**config.mk**
```make
export PLATFORM = sky130hd
export DESIGN_NAME = sbox_tea_block_decrypt_unit
export DESIGN_NICKNAME = d
export VERILOG_FILES = /design/src/hw/rtl/sbtd_pkg.sv /design/src/hw/rtl/sbox_tea_block_decrypt_unit.sv
export VERILOG_INCLUDE_DIRS = /design/src /design/src/hw/rtl
export SDC_FILE = /design/constraint.sdc
export NUM_CORES = 2
export LEC_CHECK = 0
export ABC_AREA = 0
export BUFFER_PORTS_ARGS = -buffer_cell sky130_fd_sc_hd__buf_4
export CORE_MARGIN = 2
export CORE_UTILIZATION = 30
export CTS_CLUSTER_SIZE = 30
export DETAILED_ROUTE_END_ITERATION = 8
export PLACE_DENSITY = 0.5
export SYNTH_ARGS = -nofsm -noshare
export SYNTH_HDL_FRONTEND = slang
export SYNTH_SLANG_ARGS = --single-unit
```
**constraint.sdc**
```tcl
create_clock -name clk -period 38.8 [get_ports clk]
set_input_delay 3.88 -clock clk [delete_from_list [all_inputs] [get_ports clk]]
set_output_delay 3.88 -clock clk [all_outputs]
set_load 0.05 [all_outputs]
```
**src/hw/rtl/sbox_tea_block_decrypt_unit_assert.svh**
```systemverilog
// Assertion macros for the S-box TEA block decryptor.
`ifndef SBOX_TEA_BLOCK_DECRYPT_UNIT_ASSERT_SVH
`define SBOX_TEA_BLOCK_DECRYPT_UNIT_ASSERT_SVH

// Same-cycle implication, checked on every clock edge outside reset.
`define SBTD_ASSERT_IMP(lbl, ante, cons) \
  lbl: assert property (@(posedge clk) disable iff (rst) (ante) |-> (cons)) \
    else $error("sbtd check failed");

// Next-cycle implication, checked on every clock edge outside reset.
`define SBTD_ASSERT_NXT(lbl, ante, cons) \
  lbl: assert property (@(posedge clk) disable iff (rst) (ante) |=> (cons)) \
    else $error("sbtd check failed");

`endif

```
**src/hw/rtl/sbtd_pkg.sv**
```systemverilog
// Shared types and constants for the S-box TEA block decryptor.
package sbtd_pkg;

  localparam int BLOCK_W        = 64;
  localparam int WORD_W         = 32;
  localparam int KEY_W          = 8;
  localparam int SHIFT_W        = 5;
  localparam int SBOX_AW        = 8;
  localparam int SBOX_DEPTH     = 1 << SBOX_AW;
  localparam int ROUNDS_DEFAULT = 1145;

  typedef enum logic [2:0] {
    ST_IDLE,
    ST_FILL,
    ST_KSA_J,
    ST_KSA_I,
    ST_PRIME,
    ST_RND_Y,
    ST_RND_X
  } state_t;

endpackage

```
**src/hw/rtl/sbox_tea_block_decrypt_unit.sv**
```systemverilog
// Top level of the S-box TEA block decryptor: sequencer, S-box RAM and round unit.
//
// One item (a 64-bit ciphertext block plus its key bytes, shift amounts and
// delta) is taken when start is high and busy is low. The block then stays
// busy while it fills the 256x8 S-box RAM with the identity, runs the key
// schedule with each swap split over the KSA_J and KSA_I states (the RAM's
// single write port sets that pace), fetches the first S-box entry, and runs
// each round on one shared round unit (second half, then first half). The
// plaintext appears on plain_block for exactly one cycle with done high,
// in the cycle in which busy falls; the receiver cannot stall it, so capture
// it then. A new item may be started in that same cycle. The S-box is
// rebuilt for every item, so nothing carries over from one item to the next.
`include "sbox_tea_block_decrypt_unit_assert.svh"

module sbox_tea_block_decrypt_unit #(
  parameter int ROUNDS = sbtd_pkg::ROUNDS_DEFAULT
) (
  input  logic                         clk,
  input  logic                         rst,
  input  logic                         start,
  output logic                         busy,
  input  logic [sbtd_pkg::BLOCK_W-1:0] cipher_block,
  input  logic [sbtd_pkg::KEY_W-1:0]   key_word_0,
  input  logic [sbtd_pkg::KEY_W-1:0]   key_word_1,
  input  logic [sbtd_pkg::KEY_W-1:0]   key_word_2,
  input  logic [sbtd_pkg::KEY_W-1:0]   key_word_3,
  input  logic [sbtd_pkg::SHIFT_W-1:0] shift_0,
  input  logic [sbtd_pkg::SHIFT_W-1:0] shift_1,
  input  logic [sbtd_pkg::SHIFT_W-1:0] shift_2,
  input  logic [sbtd_pkg::SHIFT_W-1:0] shift_3,
  input  logic [sbtd_pkg::WORD_W-1:0]  round_delta,
  output logic                         done,
  output logic [sbtd_pkg::BLOCK_W-1:0] plain_block
);
  import sbtd_pkg::*;

  localparam int RCW = (ROUNDS > 1) ? $clog2(ROUNDS) : 1;
  localparam logic [RCW-1:0]    LAST_RND = RCW'(ROUNDS - 1);
  localparam logic [WORD_W-1:0] ROUNDS_K = WORD_W'(ROUNDS);
  localparam logic [SBOX_AW-1:0] LAST_IDX = SBOX_AW'(SBOX_DEPTH - 1);

  state_t state, state_next;

  // S-box RAM: one write port, one registered read port
  logic [KEY_W-1:0]   sbox [SBOX_DEPTH];
  logic [KEY_W-1:0]   rd;
  logic               mem_we;
  logic [SBOX_AW-1:0] mem_wa;
  logic [KEY_W-1:0]   mem_wd;
  logic [SBOX_AW-1:0] mem_ra;

  // copy of the four lowest S-box entries, read by the first-half update
  logic [KEY_W-1:0]   sbox_low [4];

  // item context
  logic [WORD_W-1:0]  x;
  logic [WORD_W-1:0]  y;
  logic [WORD_W-1:0]  s;
  logic [WORD_W-1:0]  delta;
  logic [KEY_W-1:0]   key [4];
  logic [SHIFT_W-1:0] sh0, sh1, sh2, sh3;

  // sequencer counters
  logic [SBOX_AW-1:0] idx;
  logic [SBOX_AW-1:0] j;
  logic [SBOX_AW-1:0] jn;
  logic [RCW-1:0]     rnd_cnt;
  logic               rnd_last;

  // shared round unit
  logic [WORD_W-1:0]  u_t, u_v, u_f, u_k, u_out;
  logic [SHIFT_W-1:0] u_rsh, u_lsh;
  logic [KEY_W-1:0]   u_sb;

  assign busy     = (state != ST_IDLE);
  assign rnd_last = (rnd_cnt == LAST_RND);
  assign jn       = j + rd + key[idx[1:0]];

  // next state
  always_comb begin
    state_next = state;
    case (state)
      ST_IDLE:  if (start) state_next = ST_FILL;
      ST_FILL:  if (idx == LAST_IDX) state_next = ST_KSA_J;
      ST_KSA_J: state_next = ST_KSA_I;
      ST_KSA_I: state_next = (idx == LAST_IDX) ? ST_PRIME : ST_KSA_J;
      ST_PRIME: state_next = ST_RND_Y;
      ST_RND_Y: state_next = ST_RND_X;
      ST_RND_X: if (rnd_last) state_next = ST_IDLE;
                else state_next = ST_RND_Y;
      default:  state_next = ST_IDLE;
    endcase
  end

  // RAM port control
  always_comb begin
    mem_we = 1'b0;
    mem_wa = idx;
    mem_wd = rd;
    mem_ra = s[18:11];
    case (state)
      ST_FILL: begin
        // write the identity; keep reading entry 0 so it is ready for the schedule
        mem_we = 1'b1;
        mem_wd = idx;
        mem_ra = '0;
      end
      ST_KSA_J: begin
        // rd holds S[i]: store it at j and fetch the old S[j] in the same cycle
        mem_we = 1'b1;
        mem_wa = jn;
        mem_wd = rd;
        mem_ra = jn;
      end
      ST_KSA_I: begin
        // rd holds the old S[j]: store it at i and fetch S[i+1]
        mem_we = 1'b1;
        mem_wa = idx;
        mem_wd = rd;
        mem_ra = idx + SBOX_AW'(1);
      end
      default: begin
        mem_we = 1'b0;
      end
    endcase
  end

  // round unit: t - ((((v >> r) ^ (v << l)) + v) ^ (sbox + s))
  always_comb begin
    if (state == ST_RND_X) begin
      u_t   = x;
      u_v   = y;
      u_rsh = sh1;
      u_lsh = sh0;
      u_sb  = sbox_low[s[1:0]];
    end else begin
      u_t   = y;
      u_v   = x;
      u_rsh = sh2;
      u_lsh = sh3;
      u_sb  = rd;
    end
    u_f   = ((u_v >> u_rsh) ^ (u_v << u_lsh)) + u_v;
    u_k   = {{(WORD_W - KEY_W){1'b0}}, u_sb} + s;
    u_out = u_t - (u_f ^ u_k);
  end

  always_ff @(posedge clk) begin
    if (mem_we) begin
      sbox[mem_wa] <= mem_wd;
    end
    rd <= sbox[mem_ra];
  end

  // mirror every write that lands in the four lowest entries
  always_ff @(posedge clk) begin
    if (mem_we && (mem_wa[SBOX_AW-1:2] == '0)) begin
      sbox_low[mem_wa[1:0]] <= mem_wd;
    end
  end

  // control state
  always_ff @(posedge clk) begin
    if (rst) begin
      state <= ST_IDLE;
      done  <= 1'b0;
    end else begin
      state <= state_next;
      done  <= (state == ST_RND_X) && rnd_last;
    end
  end

  // datapath
  always_ff @(posedge clk) begin
    case (state)
      ST_IDLE: begin
        if (start) begin
          x      <= cipher_block[WORD_W-1:0];
          y      <= cipher_block[BLOCK_W-1:WORD_W];
          key[0] <= key_word_0;
          key[1] <= key_word_1;
          key[2] <= key_word_2;
          key[3] <= key_word_3;
          sh0    <= shift_0;
          sh1    <= shift_1;
          sh2    <= shift_2;
          sh3    <= shift_3;
          delta  <= round_delta;
          idx    <= '0;
        end
      end
      ST_FILL: begin
        idx <= idx + SBOX_AW'(1);
        j   <= '0;
        s   <= delta * ROUNDS_K;
      end
      ST_KSA_J: begin
        j <= jn;
      end
      ST_KSA_I: begin
        idx <= idx + SBOX_AW'(1);
      end
      ST_PRIME: begin
        rnd_cnt <= '0;
      end
      ST_RND_Y: begin
        y <= u_out;
        s <= s - delta;
      end
      ST_RND_X: begin
        x       <= u_out;
        rnd_cnt <= rnd_cnt + RCW'(1);
        if (rnd_last) begin
          plain_block <= {y, u_out};
        end
      end
      default: begin
        idx <= idx;
      end
    endcase
  end

  `SBTD_ASSERT_NXT(a_start_fills, start && !busy, state == ST_FILL)
  `SBTD_ASSERT_IMP(a_done_idle, done, state == ST_IDLE)
  `SBTD_ASSERT_NXT(a_last_round_done, (state == ST_RND_X) && rnd_last, done && !busy)
  `SBTD_ASSERT_NXT(a_done_single, done, !done)
  `SBTD_ASSERT_NXT(a_swap_pairs, state == ST_KSA_J, state == ST_KSA_I)

endmodule
```
After elaboration in Yosys (flattened, before gate mapping). Memory sizes are Yosys's and may differ from the RTL's. A register that Yosys moved wholly into a read port is not among the register bits. Cells that the tools add are included.

Bits in writable memories: 2112. Logic and storage cells: 91. Memories: 3. Flip-flop bits (word level): 243.

Bitwise gates (word level): 2. Shift-type cells: 2. Add/subtract/negate cells: 8. Multiply operators: 1. Mux-type cells: 32. Reductions and logical operators: 19. Equal/unequal tests: 10.

Memory list: sbox (words 256, width 8, read ports 1, clocked after Yosys merged registers in 1, write ports 1, RTL line sbox_tea_block_decrypt_unit.sv:45) `logic [KEY_W-1:0] sbox [SBOX_DEPTH];`; key (words 4, width 8, read ports 1, clocked after Yosys merged registers in 1, write ports 4, RTL line sbox_tea_block_decrypt_unit.sv:60) `logic [KEY_W-1:0] key [4];`; sbox_low (words 4, width 8, read ports 1, clocked after Yosys merged registers in 1, write ports 1, RTL line sbox_tea_block_decrypt_unit.sv:53) `logic [KEY_W-1:0] sbox_low [4];`.

Operators with widths (count): 32-bit case mux with 2 select lines (3); 32-bit two-way mux (4); 32-bit subtractor (2); 32-bit XOR (2); 32-bit adder (1); 8-bit by 32-bit adder with 32-bit output (1); 32-bit by 11-bit multiplier with 32-bit output, second input constant (1); 8-bit two-way mux (4); 8-bit case mux with 2 select lines (2); 32-bit by 5-bit << shifter with 32-bit output (1); 32-bit by 5-bit right shift with 32-bit output (1); 8-bit case mux with 3 select lines (1); 11-bit case mux with 2 select lines (1); 3-bit case mux with 7 select lines (1); 8-bit adder (2); 3-bit two-way mux (4); 2-bit AND reduction (6); 2-bit nonzero test (6); 11-bit by 1-bit adder with 11-bit output, second input constant (1); 11-bit == test, second input constant (1); 5-bit two-way mux (2); 3-bit == test, second input constant (3); 8-bit by 1-bit adder with 8-bit output, second input constant (1); 8-bit == test, second input constant (1); other kinds (11) (22).

Logic depth before layout (Yosys ltp).
Depth in word-level cells: 8. Depth in mapped cells: 38.

Worst setup path before layout. Ideal clock, no wire load.

Kind: reg2reg. Start: reg state[0]. End: mem sbox[0][0] (data pin). Arrival time: 11069 ps. Cell stages (with the launch flop): 6. Library setup time: 2220 ps. Path slack: 25511 ps. Path through: dfxtp_1 > clkbuf_1 > nand2b_1 > clkbuf_1 > nor2_1 > o21ai_0.

Longest elaborated chain between the ends: 2.

Ends and longest elaborated chain: from (decl) (RTL line sbox_tea_block_decrypt_unit.sv:42) `state_t state, state_next;`; from (signal assigned) (RTL line sbox_tea_block_decrypt_unit.sv:168) `state <= state_next;`; 3-bit by 1-bit == test with 1-bit output (RTL line sbox_tea_block_decrypt_unit.sv:101) `case (state)`; 8-bit two-way mux (RTL line sbox_tea_block_decrypt_unit.sv:101); via mem_wd[0] (RTL line sbox_tea_block_decrypt_unit.sv:49) `logic [KEY_W-1:0] mem_wd;`; to (decl) (RTL line sbox_tea_block_decrypt_unit.sv:45).

The timed path passes the listed nets, and every way through them passes these cells.

Worst setup path in the final report.
Start: reg state[2]. End: reg y[31] (data pin).

Longest elaborated chain between the ends: 8. Elaborated cells on any way between the ends: 16. Those cells by class: add/sub: 3; eq/ne: 2; shift: 2; mux: 6; bitwise: 2; reduce/logical: 1.

Ends and longest elaborated chain: 3-bit == test (RTL line sbox_tea_block_decrypt_unit.sv:130) `if (state == ST_RND_X) begin`; 32-bit two-way mux or 5-bit two-way mux (tied branches) (RTL line sbox_tea_block_decrypt_unit.sv:130); 32-bit by 5-bit right shift with 32-bit output or 32-bit by 5-bit << shifter with 32-bit output (tied branches) (RTL line sbox_tea_block_decrypt_unit.sv:143) `u_f = ((u_v >> u_rsh) ^ (u_v << u_lsh)) + u_v;`; 32-bit XOR (RTL line sbox_tea_block_decrypt_unit.sv:143); 32-bit adder (RTL line sbox_tea_block_decrypt_unit.sv:143); 32-bit XOR (RTL line sbox_tea_block_decrypt_unit.sv:145) `u_out = u_t - (u_f ^ u_k);`; 32-bit subtractor (RTL line sbox_tea_block_decrypt_unit.sv:145); 32-bit case mux with 2 select lines * (RTL line sbox_tea_block_decrypt_unit.sv:175) `case (state)`; to (signal assigned) (RTL line sbox_tea_block_decrypt_unit.sv:179) `y <= cipher_block[BLOCK_W-1:WORD_W];`; to (signal assigned) (RTL line sbox_tea_block_decrypt_unit.sv:207) `y <= u_out;`; to (decl) (RTL line sbox_tea_block_decrypt_unit.sv:57) `logic [WORD_W-1:0] y;`.

Mark *: on every way between the ends. The rest lies on a longest branch, timed or not. A chain may end at the register's enable or synchronous reset.

==> results.json <==
{
  "status": "finished, final reports clean",
  "grt_pass1_vias": 72700,
  "synth-edff-count": 2351,
  "ctsHoldBuffers": 0,
  "htree_levels": 5,
  "ys_seq_area_frac": 0.648,
  "crit_family": "compound AO/OA/AOI/OAI gates",
  "synth_most_common_cell": "nand2_1",
  "die-area_mm2": 0.370,
  "drive_above_1_share": 0.0847,
  "ir_worst_vdd_mv": 0.0711,
  "cts_buffers": 271,
  "crit_slowest_cell": "and3b_4",
  "yosys_warnings": 0,
  "worstMarginPinSlew_ns": 1.18,
  "place_ws_ns": 28.71,
  "antenna_found_initial": 18,
  "p_per_area_mw_per_mm2": 74.2,
  "start_util": 0.302,
  "slew_headroom": 0.213,
  "num_io_pins": 217,
  "cts.sinks": 2367,
  "port_buffers": 216,
  "finalWirelength_mm": 348,
  "cts_buffer_depth": 4,
  "cts_setup_buffers": 0,
  "grt_pass1_wl_mm": 507,
  "critPathLaunchType": "flip-flop",
  "max_freq_mhz": 98.5,
  "clk_latency_ns": 0.91,
  "fin_crit_ns": 10.16,
  "rsz0062_at_grt": "false",
  "hold_path_class": "reg2reg",
  "final_nets": 9897,
  "drtIter0Drc": 6968,
  "synth_area_mm2": 0.110,
  "setup_viol": 0,
  "crit_buf_inv": 2,
  "crit_required_ns": 39.36,
  "ys_seq_elements": 2367,
  "crit_path_max_fanout": 50,
  "crit_path_end_kind": "flip-flop",
  "cts_tree": "done",
  "num_vias": 74500,
  "critPathKind": "reg2reg",
  "ys_top_cells_by_area": "edfxtp_1 (64%), nand2_1 (8.4%), nand3_1 (4.7%)",
  "postCtsResizedCells": 0,
  "leakage_nw": 44.6,
  "cap_violations": 0,
  "final-seq-area_mm2": 0.0709,
  "rows": 221,
  "syn-num-nets": 9865,
  "worstPathArrival_ns": 10.72,
  "core_mm2": 0.363,
  "place_congestion": 0.899,
  "via_per_inst": 5.17,
  "syn_avg_cell_area_um2": 11.7,
  "setup_tns_ns": 0,
  "maxSlewViolCount": 0,
  "synth_cell_types": 70,
  "post-route-drc-count": 0,
  "overflow": 0,
  "hold_violations": 0,
  "grt_start_max_net_pins": 184,
  "die_width_um": 608,
  "synthArstFlopShare": 0,
  "cts-root-buf": "clkbuf_16",
  "synth_common_cells": "nand2_1 (2439), edfxtp_1 (2351), nand3_1 (1036), nor2_1 (444), clkbuf_1 (435)",
  "multi_input_area_mm2": 0.0353,
  "fin_ws_ns": 28.64,
  "syn_inst": 9380,
  "first_pass_iters": 6,
  "cpPeakStageDelay_ns": 0.86,
  "cp_common_cell": "a21oi_1",
  "period_share": 0.262,
  "clkSlewWorstSetupHoldPaths_ns": 0.06,
  "place_hpwl_mm": 216,
  "die_height_um": 608,
  "n_fill_cell": 35900,
  "finalPower_mw": 9.25,
  "detail-route-antenna-nets": 0,
  "grt_usage": 0.182,
  "skew_ns": 0.0728,
  "syn2layout_area_growth_pct": 13.8,
  "ys.flop_type": "edfxtp_1",
  "wl_per_cell_um": 24.2,
  "yosysTopAreaCell": "edfxtp_1",
  "yosysTopAreaCellShare": 0.645
}
-- metrics by stage --
stage / area [µm²] / instances / utilization / hold slack (ns)
global placement: 116000 / 13900 / 0.320 / 0.591
global route: 125000 / 14400 / 0.344 / 0.621
CTS: 125000 / 14400 / 0.344 / 0.597
detailed placement: 116000 / 13900 / 0.320 / 0.582
floorplan: 110000 / 9380 / - / 0.462
finish: 125000 / 14400 / 0.344 / 0.609
-- cells in the final DEF, fill, tap and decap left out, types with 14 or more instances in the layout --
master	synthesis	layout
a21o_1	75	75
fa_1	106	106
clkbuf_16	0	275
a311oi_1	339	339
mux2i_1	151	145
a31oi_1	59	59
nand4_1	17	17
mux4_2	21	21
dfxtp_1	16	16
o21a_1	21	21
nand2_2	0	14
a211oi_1	78	78
o22ai_1	17	17
bufinv_16	0	14
nand2_1	2439	2421
nand3_1	1036	1036
clkinv_1	0	52
a21oi_1	220	219
edfxtp_1	2351	2351
clkbuf_1	435	63
and2_1	18	17
clkinv_2	0	37
nor3_1	46	46
mux2_2	35	28
o21bai_1	20	20
xnor2_1	139	139
buf_4	0	333
xor2_1	86	86
nor2_1	444	444
o31ai_1	14	14
ha_1	228	228
and3_1	151	151
nor2b_1	25	24
inv_1	328	327
o21ai_0	154	153
nand2b_1	17	17
-- routing by layer --
layer,wire length [µm],up-vias,track usage
met4,11600,2,0.0574
met2,163000,2524,0.297
met1,152000,37600,0.249
met5,13,-,0
met3,22000,507,0.0275
li1,-,33900,-
-- cell families after synthesis --
logic type / after synthesis / synth area share
and+or+nand+nor: 4237 / 0.164
DFF: 2367 / 0.648
xor gates and xnor gates: 226 / 0.0182
muxes: 209 / 0.0221
adders and majority gates: 334 / 0.0454
buffers and inverters: 915 / 0.0325
AOI/OAI and AO/OA: 1092 / 0.0700
-- sequential cells by signal (all words and copies together) (netlist names), named ones only --
name and cells:
rnd_cnt 11, state 3, j 8, sbox_low 32
sbox 2048, idx 8, s 32, rd 8
done 1, x 32, sh3 5, y 32
delta 32, plain_block 64, sh2 5, key 32
sh0 5, sh1 5
-- path summary, 6_finish.rpt --
path	startpoint	end	slack [ns]	cells after the start
min reg2reg	s[0]	flip-flop	0.61	2
max reg2reg	state[2]	y[31]	28.64	34
min	s[0]	flip-flop	0.61	2
max	state[2]	y[31]	28.64	34
-- where the power goes --
| group | total, mW | internal [mW] | switching, mW | leakage [nW] |
|---|---|---|---|---|
| registers | 3.25 | 3.18 | 0.0635 | 21.4 |
| clock network | 2.47 | 1.41 | 1.06 | 4.09 |
| logic | 3.53 | 1.04 | 2.49 | 19.1 |
-- area by class of cell --
class,instances,share of cell area
Clock buffer,340,0.0573
Clock inverter,140,0.0100
Inverter,328,0.00990
Antenna cell,2,0.0000401
Multi-Input combinational cell,6098,0.284
Tap cell,4794,0.0481
Timing Repair Buffer,346,0.0221
Sequential cell,2367,0.569
-- worst reg2reg max path: cells and delay by family (launching register included) --
| kind | cells | cell delay [ns] |
|---|---|---|
| mux | 2 | 0.63 |
| simple gates | 8 | 2.28 |
| compound gates | 15 | 3.17 |
| buf+inv | 2 | 1.23 |
| fa+ha+maj | 3 | 1.08 |
| xor+xnor | 4 | 0.80 |
| flops | 1 | 0.66 |
No activity file was read; power rests on OpenSTA's default activity.
